File: src/sv/lcl_ram.sv
// Generic simple dual-port RAM with one write port and a registered read port.
module lcl_ram #(
    parameter int WIDTH = 32,
    parameter int DEPTH = 64,
    localparam int AW = (DEPTH > 1) ? $clog2(DEPTH) : 1
) (
    input  logic             clk,
    input  logic             we,
    input  logic [AW-1:0]    waddr,
    input  logic [WIDTH-1:0] wdata,
    input  logic [AW-1:0]    raddr,
    output logic [WIDTH-1:0] rdata
);

    logic [WIDTH-1:0] mem [DEPTH];
    logic [WIDTH-1:0] rdata_reg;

    always_ff @(posedge clk)
    begin
        if (we)
        begin
            mem[waddr] <= wdata;
        end
        rdata_reg <= mem[raddr];
    end

    assign rdata = rdata_reg;

endmodule

File: config.mk
export PLATFORM = sky130hd
export DESIGN_NAME = lcl_ram
export DESIGN_NICKNAME = d
export VERILOG_FILES = /design/src/sv/lcl_ram.sv
export SDC_FILE = /design/constraint.sdc
export NUM_CORES = 2
export LEC_CHECK = 0
export ABC_CLOCK_PERIOD_IN_PS = 5600
export BUFFER_PORTS_ARGS = -buffer_cell sky130_fd_sc_hd__clkbuf_2
export CORE_MARGIN = 1
export CORE_UTILIZATION = 60
export DETAILED_ROUTE_END_ITERATION = 10
export GPL_TIMING_DRIVEN = 0
export PLACE_DENSITY = 0.75
export SYNTH_ARGS = -nofsm -noshare
export SYNTH_HDL_FRONTEND = slang
export SYNTH_SLANG_ARGS = --single-unit
File: constraint.sdc
create_clock -name clk -period 5.6 [get_ports clk]
set_input_delay 1.4 -clock clk [delete_from_list [all_inputs] [get_ports clk]]
set_output_delay 1.4 -clock clk [all_outputs]
set_load 0.01 [all_outputs]
==> out/metrics.yaml <==
clock_tree:
  cts_made_buffers: 194
  clkSinkCount: 2080
  cts_setup_buffers: 0
  post_cts_resized: 0
  cts_buffer_depth: 3
  clk_latency_ns: 0.84
  holdBufCountCts: 0
  cts_tree: "yes"
  cts_root_buffer: "clkbuf_16"
  cts_max_level: 4
  clk_pin_slew_ns: 0.06
timing:
  timing_hold_violations_final: 0
  period_share: 0.937
  worst_pin_slew_ns: 1.56
  final.setup.worst_slack_ns: 0.353
  finalSetupViolations: 0
  grt_setup_unrepaired: "no"
  slew-limit-headroom: -0.0399
  hold_ws_ns: 0.980
  max_freq_mhz: 191
  slew_violations: 54
  finClkSkew_ns: 0.0321
  period_minus_slack_ns: 5.25
power:
  ir_drop_mv: 0.333
  cellPowerDensity_nw_per_um2: 360
  p_leak_uw: 0.0279
worst_setup_path:
  path_class: "in -> reg"
  endpoint_kind: "flop"
  rrSetupSlack_ns: 2.68
  crit_fanout: 10
  cp_cell_sequence: "buf_2, buf_2, buf_2, buf_1, nand3b_1, o221ai_1, a21oi_1, a21oi_1, nor2_1"
  critPathMaxStageDelay_ns: 0.86
  crit_path_start_kind: "primary input"
  cp_data_required_time_ns: 6.27
  cpMaxStageDelayCell: "buf_1"
  path_common_cell: "buf_2"
  arrival_ns: 5.91
floorplanning:
  fp-row-count: 132
  fp.dieW_um: 364
  die_h_um: 364
  die-area_um2: 132000
  initial_core_util: 0.606
  pin_count: 78
  core_area_um2: 130000
routing:
  wl_um: 232000
  wl_per_cell_um: 41.5
  drc: 0
  dr_total_vias: 40900
  drt_pass1_iterations: 8
  postRouteAntennaNets: 0
  initialDrtViolationCount: 7817
  avgViaCountPerCell: 7.31
yosys:
  synth.avg_cell_area_um2: 23.6
  synth_top_family_by_area: "multiplexers"
  ys_ff_latch: 2080
  synth-main-ff-cell: "edfxtp_1"
  synth_compound_area_frac: 0.0167
  synth_cell_types: 34
  synth-seq-area-share: 0.791
  synthesis.instances: 3324
  async_flop_share: 0
  synthMuxAreaShare: 0.168
  synth_fp_nets: 3370
  synth-simple-area-share: 0.0127
  yosys_warnings: 0
  syn_area_um2: 78500
  synth_fa_ha_area_frac: 0
  synth_edf_count: 2048
  synthXorXnorAreaFrac: 0
hold_path:
  worstHoldPathType: "in -> reg"
status:
  run_status: "finished with violations"
  violations: "max-capacitance violations, max-slew violations"
placed_design:
  pre_cts_slack_ns: -0.0869
  placed_area_um2: 83000
  portBuffers: 69
  dp_hpwl_um: 141000
  place_inst: 5209
  place.gp.congestion: 0.990
final_layout:
  nets: 3721
  final_core_util: 0.691
  fill_cells: 7407
  fin_cells: 5589
  final_cell_mix: "2048 x edfxtp_1, 544 x mux4_2, 200 x clkbuf_16"
  largest_reg_flops: 2048
  mostFrequentLayoutCell: "edfxtp_1"
  design_area_um2: 89600
  syn2layout_area_growth_pct: 14.1
  drive_gt1_frac: 0.295
grt:
  grt_max_degree: 65
  grtUsageTotal: 0.358
  grt_overflow_total: 0
  grt_pass1_vias: 39900
  grt_pass1_wl_um: 316000
  antenna_found_initial: 16
job:
  drv_cap: 2
==> critical path, delay by kind of cell <==
| family | cells | cell delay [ns] |
|---|---|---|
| buffers and inverters | 4 | 2.12 |
| AO/OA/AOI/OAI | 3 | 1.48 |
| AND/OR/NAND/NOR | 2 | 0.87 |
==> cell usage after synthesis, types with 7 or more instances <==
cell type | number | area share
buf_1 | 21 | 0.0010
mux2i_1 | 93 | 0.012
nor2b_1 | 15 | 0.0012
buf_2 | 57 | 0.0036
clkbuf_1 | 74 | 0.0035
a21oi_1 | 62 | 0.0040
nand2b_1 | 8 | 0.00064
nor3_1 | 7 | 0.00045
o22ai_1 | 84 | 0.0067
edfxtp_1 | 2048 | 0.78
nor2_1 | 137 | 0.0065
dfxtp_1 | 32 | 0.0082
buf_4 | 25 | 0.0024
a22oi_1 | 12 | 0.0011
mux4_2 | 544 | 0.16
a311oi_1 | 8 | 0.00089
o221ai_1 | 27 | 0.0030
nand2_1 | 26 | 0.0012
==> report_power, final <==
part / total [µW] / switching (µW) / internal (µW)
clock: 13100 / 5820 / 7270
combinational: 1860 / 1260 / 601
sequential: 17300 / 38.0 / 17200
total: 32200 / 7120 / 25100
==> cell families after synthesis <==
group,after synthesis
DFF,2080
muxes,637
and+or+nand+nor,223
AOI/OAI and AO/OA,202
buffers and inverters,182
==> stage by stage <==
stage                     TNS [ns]  power, µW
final                            0      32200
after global routing             0      32800
after CTS                        0      32200
after detailed placement    -0.216      19400
after global placement     -772.47      19300
after floorplan                  0      18400
==> routing by layer <==
layer	share of wire	GRT usage	vias to the layer above
met4	0.070	0.209	24
met3	0.15	0.117	822
met1	0.33	0.475	21100
li1	-	-	15000
met2	0.45	0.526	3955
met5	0.0016	0	-
==> layout make-up <==
| class | instances | area, µm² | share of cell area |
|---|---|---|---|
| Antenna cell | 11 | 27.5 | 0.000307 |
| Buffer | 182 | 886 | 0.00989 |
| Clock buffer | 246 | 5220 | 0.0583 |
| Clock inverter | 111 | 1060 | 0.0118 |
| Multi-Input combinational cell | 1062 | 16000 | 0.178 |
| Sequential cell | 2080 | 62100 | 0.694 |
| Tap cell | 1742 | 2180 | 0.0243 |
| Timing Repair Buffer | 155 | 2080 | 0.0232 |
==> final timing paths <==
kind,start,end,cells past startpoint
worst max-delay path,raddr[1],rdata[15],9
worst min-delay path,wdata[18],mem[24][18],1
worst min register to register,mem[12][17],rdata[17],4
worst max register to register,mem[27][18],rdata[18],4
(Power assumes the default switching activity.)
