### src/sv/lcl_pkg.sv
// Shared types and constants of the LFU cache with LRU tie-break.
package lcl_pkg;

    // Field widths fixed by the item format.
    localparam int KEY_W  = 32;
    localparam int DATA_W = 32;
    localparam int USES_W = 32;
    localparam int CAP_W  = 7;

    // Configuration port geometry: one 32-bit register per word.
    localparam int ADDR_W    = 3;
    localparam int REG_IDX_W = ADDR_W - 2;
    localparam logic [REG_IDX_W-1:0] REG_CAPACITY = '0;
    localparam logic [CAP_W-1:0] CAPACITY_RESET = 7'd64;

    // Operation codes carried in the mode field.
    localparam logic MODE_GET = 1'b0;
    localparam logic MODE_PUT = 1'b1;

    // Use counts saturate at this value.
    localparam logic [USES_W-1:0] USES_MAX = '1;

    typedef struct packed {
        logic                     mode;
        logic signed [KEY_W-1:0]  lookup_key;
        logic signed [DATA_W-1:0] write_data;
    } req_item_t;

    typedef struct packed {
        logic                     hit;
        logic signed [DATA_W-1:0] read_data;
    } rsp_item_t;

    // One word of the entry store.
    typedef struct packed {
        logic                     valid;
        logic signed [KEY_W-1:0]  key;
        logic signed [DATA_W-1:0] data;
        logic [USES_W-1:0]        uses;
    } entry_t;

    // Sequencer to scan unit.
    typedef struct packed {
        logic start;
        logic sample;
    } scan_ctrl_t;

    // Scan unit to sequencer.
    typedef struct packed {
        logic hit;
        logic free_found;
        logic victim_found;
    } scan_stat_t;

endpackage

### src/sv/lcl_scan_unit.sv
// Per-entry compare unit that accumulates the key match, free slot and victim over a scan.
module lcl_scan_unit #(
    parameter int ENTRIES = 64,
    localparam int IW = (ENTRIES > 1) ? $clog2(ENTRIES) : 1
) (
    input  logic                              clk,
    input  logic                              rst_n,
    input  lcl_pkg::scan_ctrl_t               ctrl,
    input  logic [IW-1:0]                     sample_idx,
    input  lcl_pkg::entry_t                   entry,
    input  logic [IW-1:0]                     rank_in,
    input  logic signed [lcl_pkg::KEY_W-1:0]  key,
    input  logic                              pend_vld,
    input  logic [IW-1:0]                     pend_slot,
    input  logic [IW:0]                       pend_old,
    output logic [IW-1:0]                     rank_out,
    output logic                              rank_we,
    output lcl_pkg::scan_stat_t               stat,
    output logic [IW-1:0]                     found_idx,
    output logic [IW-1:0]                     found_rank,
    output logic signed [lcl_pkg::DATA_W-1:0] found_data,
    output logic [lcl_pkg::USES_W-1:0]        found_uses,
    output logic [IW-1:0]                     free_idx,
    output logic [IW-1:0]                     victim_idx,
    output logic [IW-1:0]                     victim_rank
);

    logic hit_reg, hit_next;
    logic free_found_reg, free_found_next;
    logic victim_found_reg, victim_found_next;
    logic [IW-1:0] found_idx_reg, found_idx_next;
    logic [IW-1:0] found_rank_reg, found_rank_next;
    logic signed [lcl_pkg::DATA_W-1:0] found_data_reg, found_data_next;
    logic [lcl_pkg::USES_W-1:0] found_uses_reg, found_uses_next;
    logic [IW-1:0] free_idx_reg, free_idx_next;
    logic [IW-1:0] victim_idx_reg, victim_idx_next;
    logic [IW-1:0] victim_rank_reg, victim_rank_next;
    logic [lcl_pkg::USES_W-1:0] victim_uses_reg, victim_uses_next;

    logic          adjust;
    logic [IW-1:0] rank_adj;
    logic          match;
    logic          better;

    always_comb
    begin
        // The previous item's deferred recency update is applied as each entry passes.
        adjust   = entry.valid && pend_vld && (sample_idx != pend_slot) &&
                   ({1'b0, rank_in} < pend_old);
        rank_adj = adjust ? rank_in + IW'(1) : rank_in;
        match    = entry.valid && (entry.key == key);
        better   = !victim_found_reg || (entry.uses < victim_uses_reg) ||
                   ((entry.uses == victim_uses_reg) && (rank_adj > victim_rank_reg));

        hit_next          = hit_reg;
        free_found_next   = free_found_reg;
        victim_found_next = victim_found_reg;
        found_idx_next    = found_idx_reg;
        found_rank_next   = found_rank_reg;
        found_data_next   = found_data_reg;
        found_uses_next   = found_uses_reg;
        free_idx_next     = free_idx_reg;
        victim_idx_next   = victim_idx_reg;
        victim_rank_next  = victim_rank_reg;
        victim_uses_next  = victim_uses_reg;

        if (ctrl.start)
        begin
            hit_next          = 1'b0;
            free_found_next   = 1'b0;
            victim_found_next = 1'b0;
        end
        else if (ctrl.sample)
        begin
            if (match && !hit_reg)
            begin
                hit_next        = 1'b1;
                found_idx_next  = sample_idx;
                found_rank_next = rank_adj;
                found_data_next = entry.data;
                found_uses_next = entry.uses;
            end
            if (!entry.valid && !free_found_reg)
            begin
                free_found_next = 1'b1;
                free_idx_next   = sample_idx;
            end
            if (entry.valid && better)
            begin
                victim_found_next = 1'b1;
                victim_idx_next   = sample_idx;
                victim_rank_next  = rank_adj;
                victim_uses_next  = entry.uses;
            end
        end
    end

    always_ff @(posedge clk or negedge rst_n)
    begin
        if (!rst_n)
        begin
            hit_reg          <= 1'b0;
            free_found_reg   <= 1'b0;
            victim_found_reg <= 1'b0;
        end
        else
        begin
            hit_reg          <= hit_next;
            free_found_reg   <= free_found_next;
            victim_found_reg <= victim_found_next;
        end
    end

    always_ff @(posedge clk)
    begin
        found_idx_reg   <= found_idx_next;
        found_rank_reg  <= found_rank_next;
        found_data_reg  <= found_data_next;
        found_uses_reg  <= found_uses_next;
        free_idx_reg    <= free_idx_next;
        victim_idx_reg  <= victim_idx_next;
        victim_rank_reg <= victim_rank_next;
        victim_uses_reg <= victim_uses_next;
    end

    assign rank_out          = rank_adj;
    assign rank_we           = ctrl.sample && entry.valid;
    assign stat.hit          = hit_reg;
    assign stat.free_found   = free_found_reg;
    assign stat.victim_found = victim_found_reg;
    assign found_idx         = found_idx_reg;
    assign found_rank        = found_rank_reg;
    assign found_data        = found_data_reg;
    assign found_uses        = found_uses_reg;
    assign free_idx          = free_idx_reg;
    assign victim_idx        = victim_idx_reg;
    assign victim_rank       = victim_rank_reg;

endmodule

### config.mk
export PLATFORM = sky130hd
export DESIGN_NAME = lcl_scan_unit
export DESIGN_NICKNAME = d
export VERILOG_FILES = /design/src/sv/lcl_pkg.sv /design/src/sv/lcl_scan_unit.sv
export SDC_FILE = /design/constraint.sdc
export NUM_CORES = 1
export LEC_CHECK = 0
export ABC_AREA = 1
export BUFFER_PORTS_ARGS = -buffer_cell sky130_fd_sc_hd__buf_2
export CORE_AREA = 2 2 101 143
export DETAILED_ROUTE_END_ITERATION = 7
export DIE_AREA = 0 0 103 145
export PLACE_DENSITY = 0.75
export SLEW_MARGIN = 20
export SYNTH_ARGS = -nofsm -noshare
export SYNTH_HDL_FRONTEND = slang
export SYNTH_SLANG_ARGS = --single-unit
### constraint.sdc
create_clock -name clk -period 14.1 [get_ports clk]
set_input_delay 2.115 -clock clk [delete_from_list [all_inputs] [get_ports clk]]
set_output_delay 2.115 -clock clk [all_outputs]
set_load 0.05 [all_outputs]
==> impl_metrics.yaml <==
placement:
  dp_slack_ps: 8110
  port_buffers: 262
  gp_congestion: 0.889
  postPlaceCellArea_um2: 7580
  dp_hpwl_um: 11700
global_routing:
  grt_usage_pct: 20.6
  grt_pass1_vias: 4774
  antenna_found_initial: 1
  use_met2_pct: 37.9
  gr-usage-met1_pct: 20.0
  grt_max_degree: 77
  grt_pass1_wl_um: 23000
  grt_overflow: 0
  grt_busiest_layer: "met2"
  use_met3_pct: 6.45
floorplanning:
  core-area_um2: 13700
  die-height_um: 145
  die_area_um2: 14900
  ios: 263
  floorplan.initialDensity_pct: 44.2
  die_w_um: 103
  placementRows: 51
sta:
  tightest_slew_ps: 1010
  slew_viol_final: 0
  clock_skew_ps: 9.49
  setup_slack_ps: 8130
  period_minus_slack_ps: 5970
  period_share_pct: 42.3
  relSlewSlack_pct: 32.4
  finalSetupViolCount: 0
  grt_setup_unrepaired: "no"
  finalHoldViolCount: 0
  max_freq_mhz: 168
  setup-tns-final_ps: 0
power:
  p_leak_nw: 3.88
  power_density_nw_per_um2: 118
  ir_drop_uv: 73.0
  total_power_mw: 0.964
clock_network:
  clkTransAtPathRegs_ps: 60
  postCtsHoldBufs: 0
  post-cts-setup-buffer-count: 0
  htreeDepth: 4
  cts_sinks: 129
  cts_root_buf: "clkbuf_16"
  clk_latency_ps: 410
  numCtsBuffers: 17
  cts_tree: "built"
  clockBufferDepth: 2
  cts_resized: 0
finish:
  syn2layout_area_growth_pct: 35.2
  regArea_um2: 3860
  utilization_pct: 59.8
  multi_input_area_um2: 1810
  nFillCells: 1149
  fin_nets: 1003
  drive_gt1_share_pct: 38.1
  n_antenna_cell: 0
  design_area_um2: 8160
setup_path:
  crit_path_end_kind: "primary output"
  cpLargestDelayFamily: "compound AO/OA/AOI/OAI gates"
  worst-path-buf-inv: 2
  critPathKind: "in2out"
  cp_cell_sequence: "buf_2 -> ha_1 -> a21oi_1 -> nand2_1 -> a21oi_2 -> nand3_2 -> o21ai_1 -> buf_2"
  cp-start-kind: "input pin"
  critPathRequiredTime_ps: 11980
  cpMostUsedCell: "buf_2"
  r2r_slack_ps: 11250
  cp_max_fo: 11
  arrival_ps: 3850
  slowest_stage: "o21ai_1"
  slowest_delay_ps: 340
synth:
  synth_area_leaders: "edfxtp_1 63%, ha_1 9.1%, inv_1 5.8%, nand2_1 5.7%, xor2_1 3.0%"
  yosysMostFrequentCell: "edfxtp_1"
  synth-async-reset-ratio_pct: 2.33
  synth_top_area_cell: "edfxtp_1"
  synthCells: 521
  synthFlopType: "edfxtp_1"
  synth.avg_cell_area_um2: 11.6
  synth_common_cells: "126 x edfxtp_1, 94 x inv_1, 92 x nand2_1, 44 x ha_1, 41 x nor2_1"
  synth_cell_type_count: 29
  synth_edf_count: 126
  seq_area_frac_synth_pct: 63.9
  synthesis.area_um2: 6040
  ys_ff_latch: 129
  ys_warn_count: 0
  synth_nets: 724
  synth_top_area_share_pct: 62.7
routing:
  vias: 4725
  vias_per_cell: 4.73
  ant_nets: 0
  firstDrtPassIters: 4
  first_iter_violations: 168
  drc: 0
  routed_wl_um: 15200
  wl_per_cell_um: 15.3
outcome:
  status: "completed"
min_path:
  hold_class: "reg2reg"
run:
  drv_cap: 0
[worst paths after layout]
| path | end | from | depth (start not counted) |
|---|---|---|---|
| min in group asynchronous | free_found_reg$_DFFE_PN0P_ | rst_n | 1 |
| setup / recovery | rank_out[2] | rank_in[2] | 8 |
| setup reg to reg | victim_uses_reg[19]$_DFFE_PP_ | victim_uses_reg[7]$_DFFE_PP_ | 11 |
| hold reg to reg | free_found_reg$_DFFE_PN0P_ | free_found_reg$_DFFE_PN0P_ | 2 |
| max in group asynchronous | victim_found_reg$_DFFE_PN0P_ | rst_n | 1 |
| hold / removal | free_found_reg$_DFFE_PN0P_ | free_found_reg$_DFFE_PN0P_ | 2 |
[tightest hold or removal path, stage by stage, from the launching register on]
cell and delay [ps]:
dfrtp_1 370, nand2_1 60, o21ai_0 70
[per-layer routing]
metal,wire [um],vias to the layer above
li1,-,2328
met1,5240,2107
met2,7970,250
met3,1360,38
met4,641,2
met5,13,-
[per-stage QoR]
step | cells | hold WS (ps)
detailed placement | 966 | 526
floorplan | 521 | 476
global route | 998 | 596
CTS | 998 | 539
global placement | 966 | 496
finish | 998 | 534
[power breakdown]
group / switching (mW) / internal, mW / total [mW]
Clock: 0.169 / 0.262 / 0.430
Combinational: 0.0653 / 0.0391 / 0.104
Sequential: 0.00161 / 0.428 / 0.429
Total: 0.235 / 0.729 / 0.964
[cell usage in the layout, fill, tap and decap left out, types with 3 or more instances in the layout]
cell	Yosys	final
ha_1	44	44
inv_6	0	3
o22ai_1	4	4
o21ai_0	8	8
a21oi_1	21	20
buf_2	0	262
o21ai_1	4	4
xnor2_1	4	4
dfrtp_1	3	3
nand3_1	13	13
inv_1	94	94
clkinv_2	0	3
nand2_1	92	92
nor2_1	41	40
nand4_1	13	13
edfxtp_1	126	126
nor3_1	9	9
clkinv_4	0	3
or2_2	6	6
xor2_1	21	21
clkbuf_16	0	17
[kinds of logic (layout without fill, tap and decap cells)]
logic type / after synthesis / in the layout / synth area share (%)
flip-flops: 129 / 129 / 63.9
XOR/XNOR: 25 / 25 / 3.63
AO/OA/AOI/OAI: 43 / 43 / 3.96
buffers and inverters: 99 / 391 / 6.46
AND/OR/NAND/NOR: 181 / 181 / 12.9
adder cells (fa/ha/maj): 44 / 44 / 9.12
[area by class of cell]
class                      instances  share of cell area (%)
timing repair buffer             264                    16.2
clock inverter                    15                    1.93
sequential                       129                    47.3
multi-input combinational        293                    22.1
inverter                          95                    4.37
tap                              185                    2.84
clock buffer                      17                    5.21
(Power assumes the default switching activity.)
